`src/rtl/core/sat_pkg.sv`:
```
// Shared types and constants for the sensor average ASCII telemetry block.
// No dependencies.
package sat_pkg;

    localparam int SumW   = 13;
    localparam int CountW = 5;
    localparam int ChanW  = 3;
    localparam int SwW    = 6;
    localparam int QDepth = 2;

    localparam logic [ChanW-1:0] PrefixChan = 3'd0;
    localparam logic [ChanW-1:0] SpaceChan  = 3'd6;
    localparam logic [ChanW-1:0] LastChan   = 3'd7;

    localparam logic [7:0] ChrM     = 8'h6d;
    localparam logic [7:0] ChrY     = 8'h79;
    localparam logic [7:0] ChrN     = 8'h6e;
    localparam logic [7:0] ChrG     = 8'h67;
    localparam logic [7:0] ChrColon = 8'h3a;
    localparam logic [7:0] ChrSpace = 8'h20;
    localparam logic [7:0] ChrCr    = 8'h0d;
    localparam logic [7:0] ChrZero  = 8'h30;

    // byte positions within one channel's run
    localparam logic [3:0] StepM   = 4'd0;
    localparam logic [3:0] StepY   = 4'd1;
    localparam logic [3:0] StepN   = 4'd2;
    localparam logic [3:0] StepG   = 4'd3;
    localparam logic [3:0] StepPc  = 4'd4;
    localparam logic [3:0] StepD2  = 4'd5;
    localparam logic [3:0] StepD1  = 4'd6;
    localparam logic [3:0] StepD0  = 4'd7;
    localparam logic [3:0] StepSep = 4'd8;
    localparam logic [3:0] StepSw  = 4'd9;
    localparam logic [3:0] StepCr  = 4'd10;

    typedef struct packed {
        logic [7:0]     adc_sample;
        logic [SwW-1:0] switch_bits;
    } t_in_beat;

    typedef struct packed {
        logic [7:0] out_byte;
        logic       last_of_run;
    } t_out_beat;

    typedef struct packed {
        logic [SumW-1:0]  sum;
        logic [ChanW-1:0] chan;
        logic [SwW-1:0]   sw;
    } t_job;

    typedef struct packed {
        logic valid;
        logic full;
    } t_q_stat;

    typedef enum logic [1:0] {
        BK_IDLE,
        BK_MUL,
        BK_EMIT
    } t_back_state;

endpackage

```
`src/rtl/core/sat_in_if.sv`:
```
// Input beat channel: valid/ready handshake carrying one sample beat.
// Depends on sat_pkg.
interface sat_in_if;
    logic              valid;
    logic              ready;
    sat_pkg::t_in_beat data;

    modport source (output valid, output data, input ready);
    modport sink (input valid, input data, output ready);
endinterface

```
`src/rtl/core/sat_out_if.sv`:
```
// Output beat channel: valid/ready handshake carrying one telemetry byte.
// Depends on sat_pkg.
interface sat_out_if;
    logic               valid;
    logic               ready;
    sat_pkg::t_out_beat data;

    modport source (output valid, output data, input ready);
    modport sink (input valid, input data, output ready);
endinterface

```
`src/rtl/core/sat_front.sv`:
```
// Front end: accepts samples, keeps the running sum and counters,
// pushes a job per completed channel. Depends on sat_pkg.
module sat_front #(
    parameter int SAMPLES_PER_CHANNEL = 20
) (
    input  logic              i_clk,
    input  logic              i_rst_n,
    input  logic              i_valid,
    input  sat_pkg::t_in_beat i_beat,
    output logic              o_ready,
    input  sat_pkg::t_q_stat  i_q_stat,
    output logic              o_push,
    output sat_pkg::t_job     o_job
);
    localparam logic [sat_pkg::CountW:0] Limit = (sat_pkg::CountW + 1)'(SAMPLES_PER_CHANNEL);

    logic [sat_pkg::CountW-1:0] r_count, n_count;
    logic [sat_pkg::ChanW-1:0]  r_chan;
    logic [sat_pkg::SumW-1:0]   r_sum, n_sum;
    logic                       w_done;
    logic                       w_acc;

    assign n_count = r_count + 1'b1;
    assign n_sum   = r_sum + sat_pkg::SumW'(i_beat.adc_sample);
    assign w_done  = (n_count == '0) || ({1'b0, n_count} >= Limit);
    assign o_ready = !(w_done && i_q_stat.full);
    assign w_acc   = i_valid && o_ready;
    assign o_push  = w_acc && w_done;

    assign o_job.sum  = n_sum;
    assign o_job.chan = r_chan;
    assign o_job.sw   = i_beat.switch_bits;

    always_ff @(posedge i_clk) begin
        if (!i_rst_n) begin
            r_count <= '0;
            r_chan  <= '0;
            r_sum   <= '0;
        end else if (w_acc) begin
            if (w_done) begin
                r_count <= '0;
                r_sum   <= '0;
                r_chan  <= r_chan + 1'b1;
            end else begin
                r_count <= n_count;
                r_sum   <= n_sum;
            end
        end
    end

endmodule

```
`src/rtl/core/sat_queue.sv`:
```
// Short job queue between the front and back ends.
// Depends on sat_pkg.
module sat_queue (
    input  logic             i_clk,
    input  logic             i_rst_n,
    input  logic             i_push,
    input  sat_pkg::t_job    i_job,
    input  logic             i_pop,
    output sat_pkg::t_job    o_job,
    output sat_pkg::t_q_stat o_stat
);
    localparam int PtrW = $clog2(sat_pkg::QDepth);

    sat_pkg::t_job            r_mem [sat_pkg::QDepth];
    logic [PtrW-1:0]          r_wr_ptr, r_rd_ptr;
    logic [PtrW:0]            r_fill;
    logic                     w_wr, w_rd;

    assign o_stat.valid = (r_fill != '0);
    assign o_stat.full  = (r_fill == (PtrW + 1)'(sat_pkg::QDepth));
    assign w_wr         = i_push && !o_stat.full;
    assign w_rd         = i_pop && o_stat.valid;
    assign o_job        = r_mem[r_rd_ptr];

    always_ff @(posedge i_clk) begin
        if (w_wr) begin
            r_mem[r_wr_ptr] <= i_job;
        end
    end

    always_ff @(posedge i_clk) begin
        if (!i_rst_n) begin
            r_wr_ptr <= '0;
            r_rd_ptr <= '0;
            r_fill   <= '0;
        end else begin
            if (w_wr) begin
                r_wr_ptr <= r_wr_ptr + 1'b1;
            end
            if (w_rd) begin
                r_rd_ptr <= r_rd_ptr + 1'b1;
            end
            case ({w_wr, w_rd})
                2'b10:   r_fill <= r_fill + 1'b1;
                2'b01:   r_fill <= r_fill - 1'b1;
                default: r_fill <= r_fill;
            endcase
        end
    end

endmodule

```
`src/rtl/core/sat_back.sv`:
```
// Back end: divides a channel sum by reciprocal multiply, splits the average
// into decimal digits and sequences the frame bytes. Depends on sat_pkg.
module sat_back #(
    parameter int SAMPLES_PER_CHANNEL = 20
) (
    input  logic               i_clk,
    input  logic               i_rst_n,
    input  logic               i_q_valid,
    input  sat_pkg::t_job      i_job,
    output logic               o_pop,
    output logic               o_valid,
    input  logic               i_ready,
    output sat_pkg::t_out_beat o_beat
);
    localparam int ShiftW = sat_pkg::SumW + $clog2(SAMPLES_PER_CHANNEL);
    localparam int Recip  = ((1 << ShiftW) + SAMPLES_PER_CHANNEL - 1) / SAMPLES_PER_CHANNEL;
    localparam int RecipW = 15;
    localparam int ProdW  = sat_pkg::SumW + RecipW;

    sat_pkg::t_back_state        r_state, n_state;
    logic [ProdW-1:0]            r_prod;
    logic [sat_pkg::ChanW-1:0]   r_chan;
    logic [sat_pkg::SwW-1:0]     r_sw;
    logic [3:0]                  r_d2, r_d1, r_d0;
    logic [3:0]                  r_step;
    logic                        r_out_valid;
    sat_pkg::t_out_beat          r_out;

    logic [sat_pkg::SumW-1:0]    w_quot;
    logic [7:0]                  w_avg;
    logic [1:0]                  w_h;
    logic [6:0]                  w_rem;
    logic [3:0]                  w_t;
    logic [3:0]                  w_o;
    logic                        w_out_free;
    logic                        w_emit;
    logic                        w_last;
    logic [7:0]                  w_byte;

    assign w_quot = sat_pkg::SumW'(r_prod >> ShiftW);
    assign w_avg  = (w_quot > sat_pkg::SumW'(255)) ? 8'd255 : w_quot[7:0];

    always_comb begin
        if (w_avg >= 8'd200) begin
            w_h = 2'd2;
        end else if (w_avg >= 8'd100) begin
            w_h = 2'd1;
        end else begin
            w_h = 2'd0;
        end
        w_rem = 7'(w_avg - 8'(w_h) * 8'd100);
        w_t   = 4'd0;
        for (int k = 1; k < 10; k++) begin
            if (w_rem >= 7'(10 * k)) begin
                w_t = 4'(k);
            end
        end
        w_o = 4'(w_rem - 7'(w_t) * 7'd10);
    end

    assign w_out_free = !r_out_valid || i_ready;
    assign w_last     = (r_step == sat_pkg::StepCr)
                     || (r_step == sat_pkg::StepSep && r_chan != sat_pkg::LastChan);

    always_comb begin
        unique case (r_step)
            sat_pkg::StepM:   w_byte = sat_pkg::ChrM;
            sat_pkg::StepY:   w_byte = sat_pkg::ChrY;
            sat_pkg::StepN:   w_byte = sat_pkg::ChrN;
            sat_pkg::StepG:   w_byte = sat_pkg::ChrG;
            sat_pkg::StepPc:  w_byte = sat_pkg::ChrColon;
            sat_pkg::StepD2:  w_byte = sat_pkg::ChrZero + 8'(r_d2);
            sat_pkg::StepD1:  w_byte = sat_pkg::ChrZero + 8'(r_d1);
            sat_pkg::StepD0:  w_byte = sat_pkg::ChrZero + 8'(r_d0);
            sat_pkg::StepSep: w_byte = (r_chan == sat_pkg::SpaceChan) ? sat_pkg::ChrSpace
                                                                     : sat_pkg::ChrColon;
            sat_pkg::StepSw:  w_byte = 8'(r_sw);
            sat_pkg::StepCr:  w_byte = sat_pkg::ChrCr;
            default:          w_byte = 8'h00;
        endcase
    end

    always_comb begin
        n_state = r_state;
        unique case (r_state)
            sat_pkg::BK_IDLE: if (i_q_valid) n_state = sat_pkg::BK_MUL;
            sat_pkg::BK_MUL:  n_state = sat_pkg::BK_EMIT;
            sat_pkg::BK_EMIT: if (w_out_free && w_last) n_state = sat_pkg::BK_IDLE;
            default:          n_state = sat_pkg::BK_IDLE;
        endcase
    end

    always_comb begin
        o_pop  = (r_state == sat_pkg::BK_IDLE) && i_q_valid;
        w_emit = (r_state == sat_pkg::BK_EMIT) && w_out_free;
    end

    always_ff @(posedge i_clk) begin
        if (!i_rst_n) begin
            r_state <= sat_pkg::BK_IDLE;
        end else begin
            r_state <= n_state;
        end
    end

    always_ff @(posedge i_clk) begin
        if (o_pop) begin
            r_prod <= ProdW'(i_job.sum) * ProdW'(RecipW'(Recip));
            r_chan <= i_job.chan;
            r_sw   <= i_job.sw;
        end
        if (r_state == sat_pkg::BK_MUL) begin
            r_d2   <= 4'(w_h);
            r_d1   <= w_t;
            r_d0   <= w_o;
            r_step <= (r_chan == sat_pkg::PrefixChan) ? sat_pkg::StepM : sat_pkg::StepD2;
        end else if (w_emit) begin
            r_step <= r_step + 1'b1;
        end
        if (w_emit) begin
            r_out.out_byte    <= w_byte;
            r_out.last_of_run <= w_last;
        end
    end

    always_ff @(posedge i_clk) begin
        if (!i_rst_n) begin
            r_out_valid <= 1'b0;
        end else if (w_emit) begin
            r_out_valid <= 1'b1;
        end else if (i_ready) begin
            r_out_valid <= 1'b0;
        end
    end

    assign o_valid = r_out_valid;
    assign o_beat  = r_out;

endmodule

```
`src/rtl/core/sensor_average_ascii_telemetry.sv`:
```
// Top level of the sensor average ASCII telemetry block.
// Depends on sat_pkg, sat_in_if, sat_out_if, sat_front, sat_queue, sat_back.
//
// Samples arrive channel by channel, SAMPLES_PER_CHANNEL per channel for eight
// channels; the front end takes one sample every cycle and only stalls when a
// channel completes while the two-entry job queue is full. Each completed
// channel becomes a run of 4 to 9 bytes ("myng:" before channel 0, three
// average digits, a separator, then switch byte and CR after channel 7); the
// back end first registers the reciprocal multiply product, then the digit
// split, and then emits one byte per cycle through a registered output,
// stalling while the output is not ready.
module sensor_average_ascii_telemetry #(
    parameter int SAMPLES_PER_CHANNEL = 20
) (
    input  logic           i_clk,
    input  logic           i_rst_n,
    sat_in_if.sink         i_in,
    sat_out_if.source      o_out
);
    logic             w_push;
    logic             w_pop;
    sat_pkg::t_job    w_front_job;
    sat_pkg::t_job    w_back_job;
    sat_pkg::t_q_stat w_q_stat;

    sat_front #(
        .SAMPLES_PER_CHANNEL(SAMPLES_PER_CHANNEL)
    ) u_front (
        .i_clk    (i_clk),
        .i_rst_n  (i_rst_n),
        .i_valid  (i_in.valid),
        .i_beat   (i_in.data),
        .o_ready  (i_in.ready),
        .i_q_stat (w_q_stat),
        .o_push   (w_push),
        .o_job    (w_front_job)
    );

    sat_queue u_queue (
        .i_clk   (i_clk),
        .i_rst_n (i_rst_n),
        .i_push  (w_push),
        .i_job   (w_front_job),
        .i_pop   (w_pop),
        .o_job   (w_back_job),
        .o_stat  (w_q_stat)
    );

    sat_back #(
        .SAMPLES_PER_CHANNEL(SAMPLES_PER_CHANNEL)
    ) u_back (
        .i_clk     (i_clk),
        .i_rst_n   (i_rst_n),
        .i_q_valid (w_q_stat.valid),
        .i_job     (w_back_job),
        .o_pop     (w_pop),
        .o_valid   (o_out.valid),
        .i_ready   (o_out.ready),
        .o_beat    (o_out.data)
    );

`ifndef SYNTH
    a_no_push_when_full: assert property (@(posedge i_clk) disable iff (!i_rst_n)
        w_push |-> !w_q_stat.full)
        else $error("channel job pushed into a full queue");

    a_run_ends_on_sep: assert property (@(posedge i_clk) disable iff (!i_rst_n)
        (o_out.valid && o_out.data.last_of_run) |->
            (o_out.data.out_byte == sat_pkg::ChrColon
             || o_out.data.out_byte == sat_pkg::ChrSpace
             || o_out.data.out_byte == sat_pkg::ChrCr))
        else $error("byte run ends on an unexpected byte");

    a_pop_only_when_valid: assert property (@(posedge i_clk) disable iff (!i_rst_n)
        w_pop |-> w_q_stat.valid)
        else $error("back end popped an empty queue");
`endif

endmodule
```
`src/flat_wrapper.sv`:
```
// flat-port wrapper written by rule: the top's interface ports become plain ports
module sensor_average_ascii_telemetry_flat 
#(
    parameter int SAMPLES_PER_CHANNEL = 20
)
  (i_clk, i_rst_n, i_in_valid, i_in_data, i_in_ready, o_out_valid, o_out_data, o_out_ready);
  sat_in_if i_in_i ();
  sat_out_if o_out_i ();
  input  logic i_clk;
  input  logic i_rst_n;
  input wire logic [$bits(i_in_i.valid)-1:0] i_in_valid;
  input wire logic [$bits(i_in_i.data)-1:0] i_in_data;
  output wire logic [$bits(i_in_i.ready)-1:0] i_in_ready;
  output wire logic [$bits(o_out_i.valid)-1:0] o_out_valid;
  output wire logic [$bits(o_out_i.data)-1:0] o_out_data;
  input wire logic [$bits(o_out_i.ready)-1:0] o_out_ready;
  assign i_in_i.valid = i_in_valid;
  assign i_in_i.data = i_in_data;
  assign i_in_ready = i_in_i.ready;
  assign o_out_valid = o_out_i.valid;
  assign o_out_data = o_out_i.data;
  assign o_out_i.ready = o_out_ready;
  sensor_average_ascii_telemetry #(.SAMPLES_PER_CHANNEL(SAMPLES_PER_CHANNEL)) u_core (.i_clk(i_clk), .i_rst_n(i_rst_n), .i_in(i_in_i), .o_out(o_out_i));
endmodule
```
`config.mk`:
```
export PLATFORM = sky130hd
export DESIGN_NAME = sensor_average_ascii_telemetry_flat
export DESIGN_NICKNAME = d
export VERILOG_FILES = /design/src/rtl/core/sat_pkg.sv /design/src/rtl/core/sat_in_if.sv /design/src/rtl/core/sat_out_if.sv /design/src/rtl/core/sat_front.sv /design/src/rtl/core/sat_queue.sv /design/src/rtl/core/sat_back.sv /design/src/rtl/core/sensor_average_ascii_telemetry.sv /design/src/flat_wrapper.sv
export SDC_FILE = /design/constraint.sdc
export NUM_CORES = 1
export LEC_CHECK = 0
export ABC_AREA = 1
export BUFFER_PORTS_ARGS = -buffer_cell sky130_fd_sc_hd__buf_4
export CAP_MARGIN = 40
export CORE_MARGIN = 3
export CORE_UTILIZATION = 60
export DETAILED_ROUTE_END_ITERATION = 8
export PLACE_DENSITY = 0.79
export RECOVER_POWER = 100
export SLEW_MARGIN = 30
export SYNTH_ARGS = -nofsm -noshare
export SYNTH_HDL_FRONTEND = slang
export SYNTH_SLANG_ARGS = --single-unit
export TNS_END_PERCENT = 1
```
`constraint.sdc`:
```
create_clock -name i_clk -period 16.3 [get_ports i_clk]
set_clock_uncertainty 0.1 [all_clocks]
set_input_delay 3.26 -clock i_clk [delete_from_list [all_inputs] [get_ports i_clk]]
set_output_delay 3.26 -clock i_clk [all_outputs]
set_load 0.03 [all_outputs]
```
# [Word level (Yosys, flattened, before mapping)]
# Memories as Yosys holds them, arrays and structs flattened. A register that Yosys moved wholly into a read port is not among the register bits.
# Index checks and enable logic that the tools add are counted.
[totals] n_memories=1 reg_bits=85 out_inout_bits=11 in_bits=18 word_cells=120 ramBits=44
[mem_list] memory="u_core.u_queue.r_mem" depth=2 width=22 rd=1 rd_clocked_by_memory_dff=1 wr=1 line_no="sat_queue.sv:14" source="sat_pkg::t_job r_mem [sat_pkg::QDepth];"
[op_classes] mul=3 n_lt_le_gt_ge=13 muxes=29 n_eq_ne=19 n_reduce_logical=25 n_addsub=13
[ops] cell="7-bit case mux with 11 select lines" count=1
[ops] cell="4-bit two-way mux" count=10
[ops] cell="13-bit by 12-bit multiplier with 25-bit output, second input constant" count=1
[ops] cell="7-bit by 6-bit greater-or-equal comparator with 1-bit output, second input constant" count=3
[ops] cell="7-bit greater-or-equal comparator, second input constant" count=3
[ops] cell="4-bit by 3-bit equality test with 1-bit output, second input constant" count=4
[ops] cell="6-bit by 4-bit adder with 7-bit output, first input constant" count=2
[ops] cell="7-bit by 5-bit greater-or-equal comparator with 1-bit output, second input constant" count=2
[ops] cell="13-bit by 8-bit adder with 13-bit output" count=1
[ops] cell="13-bit two-way mux" count=1
[ops] cell="4-bit equality test, second input constant" count=3
[ops] cell="5-bit two-way mux" count=2
[ops] cell="9-bit by 8-bit greater-than comparator with 1-bit output, second input constant" count=1
[ops] cell="1-bit logical AND" count=9
[ops] cell="4-bit by 2-bit equality test with 1-bit output, second input constant" count=2
[ops] cell="8-bit by 7-bit greater-or-equal comparator with 1-bit output, second input constant" count=1
[ops] cell="8-bit greater-or-equal comparator, second input constant" count=1
[ops] cell="1-bit two-way mux" count=8
[ops] cell="8-bit two-way mux" count=1
[ops] cell="2-bit nonzero test" count=4
[ops] cell="6-bit by 2-bit adder with 7-bit output, first input constant" count=1
[ops] cell="7-bit by 4-bit greater-or-equal comparator with 1-bit output, second input constant" count=1
[ops] cell="7-bit subtractor" count=1
[ops] cell="2-bit equality test, second input constant" count=3
[ops] cell="26 further kinds" count=36

# [Longest topological paths before layout]
[logic_depth] depth_word=19 mapped_depth=30 depth_no_buf=29

# [By module]
# From an unflattened synthesis, not the netlist that was laid out.
[hier_totals] cells_unflattened=888 hier_area_um2=8598.2
[by_module_without_submodules] module="sat_back" seq_area_each_um2=1261.2 cells_each=545 area_per_inst_um2=5111.2 n_inst=1
[by_module_without_submodules] module="sat_queue" seq_area_each_um2=1421.4 cells_each=106 area_per_inst_um2=1926.8 n_inst=1
[by_module_without_submodules] module="sat_front" seq_area_each_um2=420.4 cells_each=237 area_per_inst_um2=1560.2 n_inst=1

# [Worst setup path before layout]
# OpenSTA, ideal clock, no wires.
[synth_timing] path_kind="register to register" start="reg with a tool-made name" end="reg u_core.u_back.r_prod[25], data pin" slack_ns=11.075 arrival_time_ns=4.867 path_stages_with_launch=18 n_path_buf=2 setup_time_ns=0.258 period_less_slack_ns=5.225 required_time_ns=15.942 cell_sequence="dfxtp_1 clkbuf_1 buf_1 mux2_2 ha_1 inv_1 fa_1 inv_1 fa_1 fa_1 fa_1 ha_1 a21oi_1 o21ai_0 a211oi_1 nand3_1 a21oi_1 xnor2_1"
[synth_rtl] element="end signal: assignment" line_no="sat_back.sv:108" source="r_prod <= ProdW'(i_job.sum) * ProdW'(RecipW'(Recip));"
[synth_rtl] element="end: declaration" line_no="sat_back.sv:21" source="logic [ProdW-1:0] r_prod;"

# [Final worst setup path]
[layout_timing] start="in i_in_valid" end="mem u_core.u_queue.r_mem[0][17] (netlist bit), enable pin"
[layout_via] elab_chain_cells=5
[layout_rtl] element="start: declaration" line_no="flat_wrapper.sv:11" source="input wire logic [$bits(i_in_i.valid)-1:0] i_in_valid;"
[layout_rtl] element="1-bit logical AND" line_no="sat_front.sv:27" source="assign w_acc = i_valid && o_ready;"
[layout_rtl] element="1-bit logical AND" line_no="sat_front.sv:28" source="assign o_push = w_acc && w_done;"
[layout_rtl] element="1-bit logical AND" line_no="sat_queue.sv:21" source="assign w_wr = i_push && !o_stat.full;"
[layout_rtl] element="1-bit two-way mux" line_no="sat_queue.sv:26" source="if (w_wr) begin"
[layout_rtl] element="1-bit two-way mux (implied by the code)" line_no="sat_queue.sv:27" source="r_mem[r_wr_ptr] <= i_job;"
[layout_rtl] element="end: declaration" line_no="sat_queue.sv:14"
# No other way between the ends.

==> results.py <==
metrics = {
    "critical_path": {
        "cp_max_fo": 22,
        "cp_cell_sequence": "clkbuf_4, nand2_1, inv_1, nand2_1, nor2_1",
        "critical_path_class": "in2reg",
        "cp.buffers_inverters": 2,
        "slowest_stage": "nor2_1",
        "crit_family": "simple AND/OR/NAND/NOR gates",
        "crit_required_ps": 16190,
        "cp-start-kind": "input port",
        "worst_ep_arrival_time_ps": 5780,
        "end_kind": "register",
        "slowest_delay_ps": 1480,
        "crit_top_cell": "nand2_1",
    },
    "timing": {
        "finalHoldViolCount": 0,
        "fmax_ghz": 0.170,
        "setup_slack_ps": 10410,
        "worst_pin_slew_ps": 1930,
        "period_minus_slack_ps": 5890,
        "relSlewSlack": -0.292,
        "final-max-slew-violation-count": 47,
        "fin_crit_sh": 0.362,
        "setup_viol": 0,
        "rsz0062_at_grt": "no",
        "tns_ps": 0,
    },
    "clock_network": {
        "cts_resized": 0,
        "cts_sinks": 113,
        "hold_buffers": 0,
        "clk_pin_slew_worst_paths_ps": 50,
        "numCtsBuffers": 17,
        "htreeDepth": 4,
        "post_cts_buffers": 0,
        "clockRootBuffer": "clkbuf_16",
        "cts_tree": "built",
        "clk_latency_ps": 410,
        "clk_path_buf_depth": 2,
    },
    "finish": {
        "final_cell_mix": "145 x inv_1, 123 x nand2_1, 109 x ha_1",
        "layout.nets": 1027,
        "fillerInstances": 948,
        "area_growth_pct": 11.3,
        "antennaDiodeCount": 0,
        "drive_above_1_share": 0.0750,
        "design_area_mm2": 0.00898,
        "layout_commonest_cell": "inv_1",
    },
    "hold_path": {
        "min_path_type": "reg2reg",
    },
    "logic_synthesis": {
        "syn-mean-instance-area_um2": 9.88,
        "synth_edf_count": 84,
        "synth_fp_nets": 990,
        "ys.flop_type": "edfxtp_1",
        "yosysTopAreaCell": "edfxtp_1",
        "seq_area_frac_synth": 0.384,
        "synth.yosys.warnings": 0,
        "synth.distinct_cells": 40,
        "netlist_area_mm2": 0.00807,
        "synth_top_area_frac": 0.313,
        "async_flop_share": 0,
        "synth.area.top_cells": "edfxtp_1 31%, ha_1 17%, fa_1 11%",
        "synth_seq_cells": 113,
        "postSynthCellCount": 817,
    },
    "floorplan": {
        "dieArea_mm2": 0.0149,
        "ios": 29,
        "fp-row-count": 41,
        "core_area_mm2": 0.0129,
        "start_util": 0.627,
        "die_y_um": 122,
        "die_w_um": 122,
    },
    "place": {
        "portBuffers": 27,
        "gp_congestion": 0.929,
        "pre_cts_ws_ps": 10940,
        "placed_cell_area_mm2": 0.00847,
        "dp_hpwl_um": 12400,
    },
    "route": {
        "drt-total-wl_um": 16100,
        "detailedRoute.firstPassIterationCount": 5,
        "drcViolationCount": 0,
        "wl_per_cell_um": 15.5,
        "vias": 5679,
        "ant_nets": 0,
        "avgViaCountPerCell": 5.47,
        "drtIter0Drc": 432,
    },
    "job": {
        "drv_cap": 2,
    },
    "grt": {
        "antenna_found_initial": 1,
        "grt_overflow": 0,
        "grt_pass1_wl_um": 27400,
        "grt_pass1_vias": 5928,
        "grt_use_total": 0.233,
        "grt_max_degree": 24,
    },
    "status": {
        "failed_checks": "max-capacitance violations, max-slew violations",
        "status": "finished, violations left",
    },
}
[sequential cells by signal, indices dropped and copies added, names as in the netlist, named ones only]
name                     cells
u_core.u_queue.r_mem        44
u_core.u_front.r_sum        13
u_core.u_back.r_prod         9
u_core.u_back.o_beat         8
u_core.u_back.r_sw           6
u_core.u_front.r_count       5
u_core.u_back.r_d0           4
u_core.u_back.r_d1           4
u_core.u_back.r_step         4
u_core.u_back.r_chan         3
u_core.u_front.r_chan        3
u_core.u_back.r_d2           2
u_core.u_back.r_state        2
u_core.u_queue.r_fill        2
u_core.u_back.o_valid        1
u_core.u_queue.r_rd_ptr      1
u_core.u_queue.r_wr_ptr      1
[synth_stat cells, types with 2 or more instances]
library cell,count
a211oi_1,2
a21o_1,2
a21oi_1,55
a221oi_1,2
a31oi_1,4
buf_1,2
buf_2,2
buf_4,2
clkbuf_1,4
dfxtp_1,29
edfxtp_1,84
fa_1,46
ha_1,109
inv_1,144
mux2_2,18
nand2_1,121
nand2_4,2
nand3_1,27
nand3b_1,4
nand4_1,10
nor2_1,61
nor3_1,3
o211ai_1,3
o21ai_0,35
o31ai_1,3
or2_2,2
xnor2_1,13
xor2_1,16
[worst register-to-register path, cell delays in order (launching register included)]
cell and delay [ps]:
dfxtp_1 540, clkbuf_1 650, mux2_1 500, ha_1 350
inv_1 70, fa_1 520, inv_1 50, fa_1 500
fa_1 520, fa_1 510, ha_1 340, nand2_1 100
nor2_1 110, inv_1 50, nor3_1 190, o21ai_0 130
nand3_1 140, a21oi_1 90, xnor2_1 120
[final timing paths]
path,end,depth (start not counted),slack (ps),start
worst max-delay path,u_core.u_queue.r_mem[0][17]$_DFFE_PP_,5,10410,i_in_valid
worst min-delay path,u_core.u_front.r_sum[3]$_SDFFE_PN0P_,2,370,u_core.u_front.r_sum[3]$_SDFFE_PN0P_
worst max register to register,u_core.u_back.r_prod[25]$_DFFE_PP_,18,10470,register
worst min register to register,u_core.u_front.r_sum[3]$_SDFFE_PN0P_,2,370,u_core.u_front.r_sum[3]$_SDFFE_PN0P_
[stage by stage]
step / cells / utilization / hold slack (ps)
6_report: 1039 / 0.698 / 368
5_1_grt: 1039 / 0.698 / 394
4_1_cts: 1039 / 0.706 / 367
3_5_place_dp: 1007 / 0.658 / 359
3_3_place_gp: 1006 / 0.656 / 354
2_1_floorplan: 817 / - / 343
[final cells by class]
type	count	area (µm²)	share of cell area
clock buffer	18	429	0.0478
clock inverter	14	189	0.0210
timing repair buffer	28	158	0.0176
tap	172	215	0.0240
multi-input combinational	549	4340	0.484
inverter	145	544	0.0606
sequential	113	3100	0.345
[metal layers]
layer	global-route usage	up-vias	share of wire
met5	0	-	0.00081
met1	0.278	2710	0.42
met3	0.0571	33	0.040
met2	0.418	141	0.52
met4	0.0686	2	0.020
li1	-	2793	-
[cell families after synthesis]
family          share of synthesized area
compound gates                     0.0767
xor+xnor                           0.0335
fa+ha+maj                           0.283
buf+inv                            0.0733
flops                               0.384
mux                                0.0251
other cells                      0.000465
simple gates                        0.123
Power is left out: the tool's default activity adds up to more than one toggle a clock period on the data nets, which glitch-free logic cannot reach.
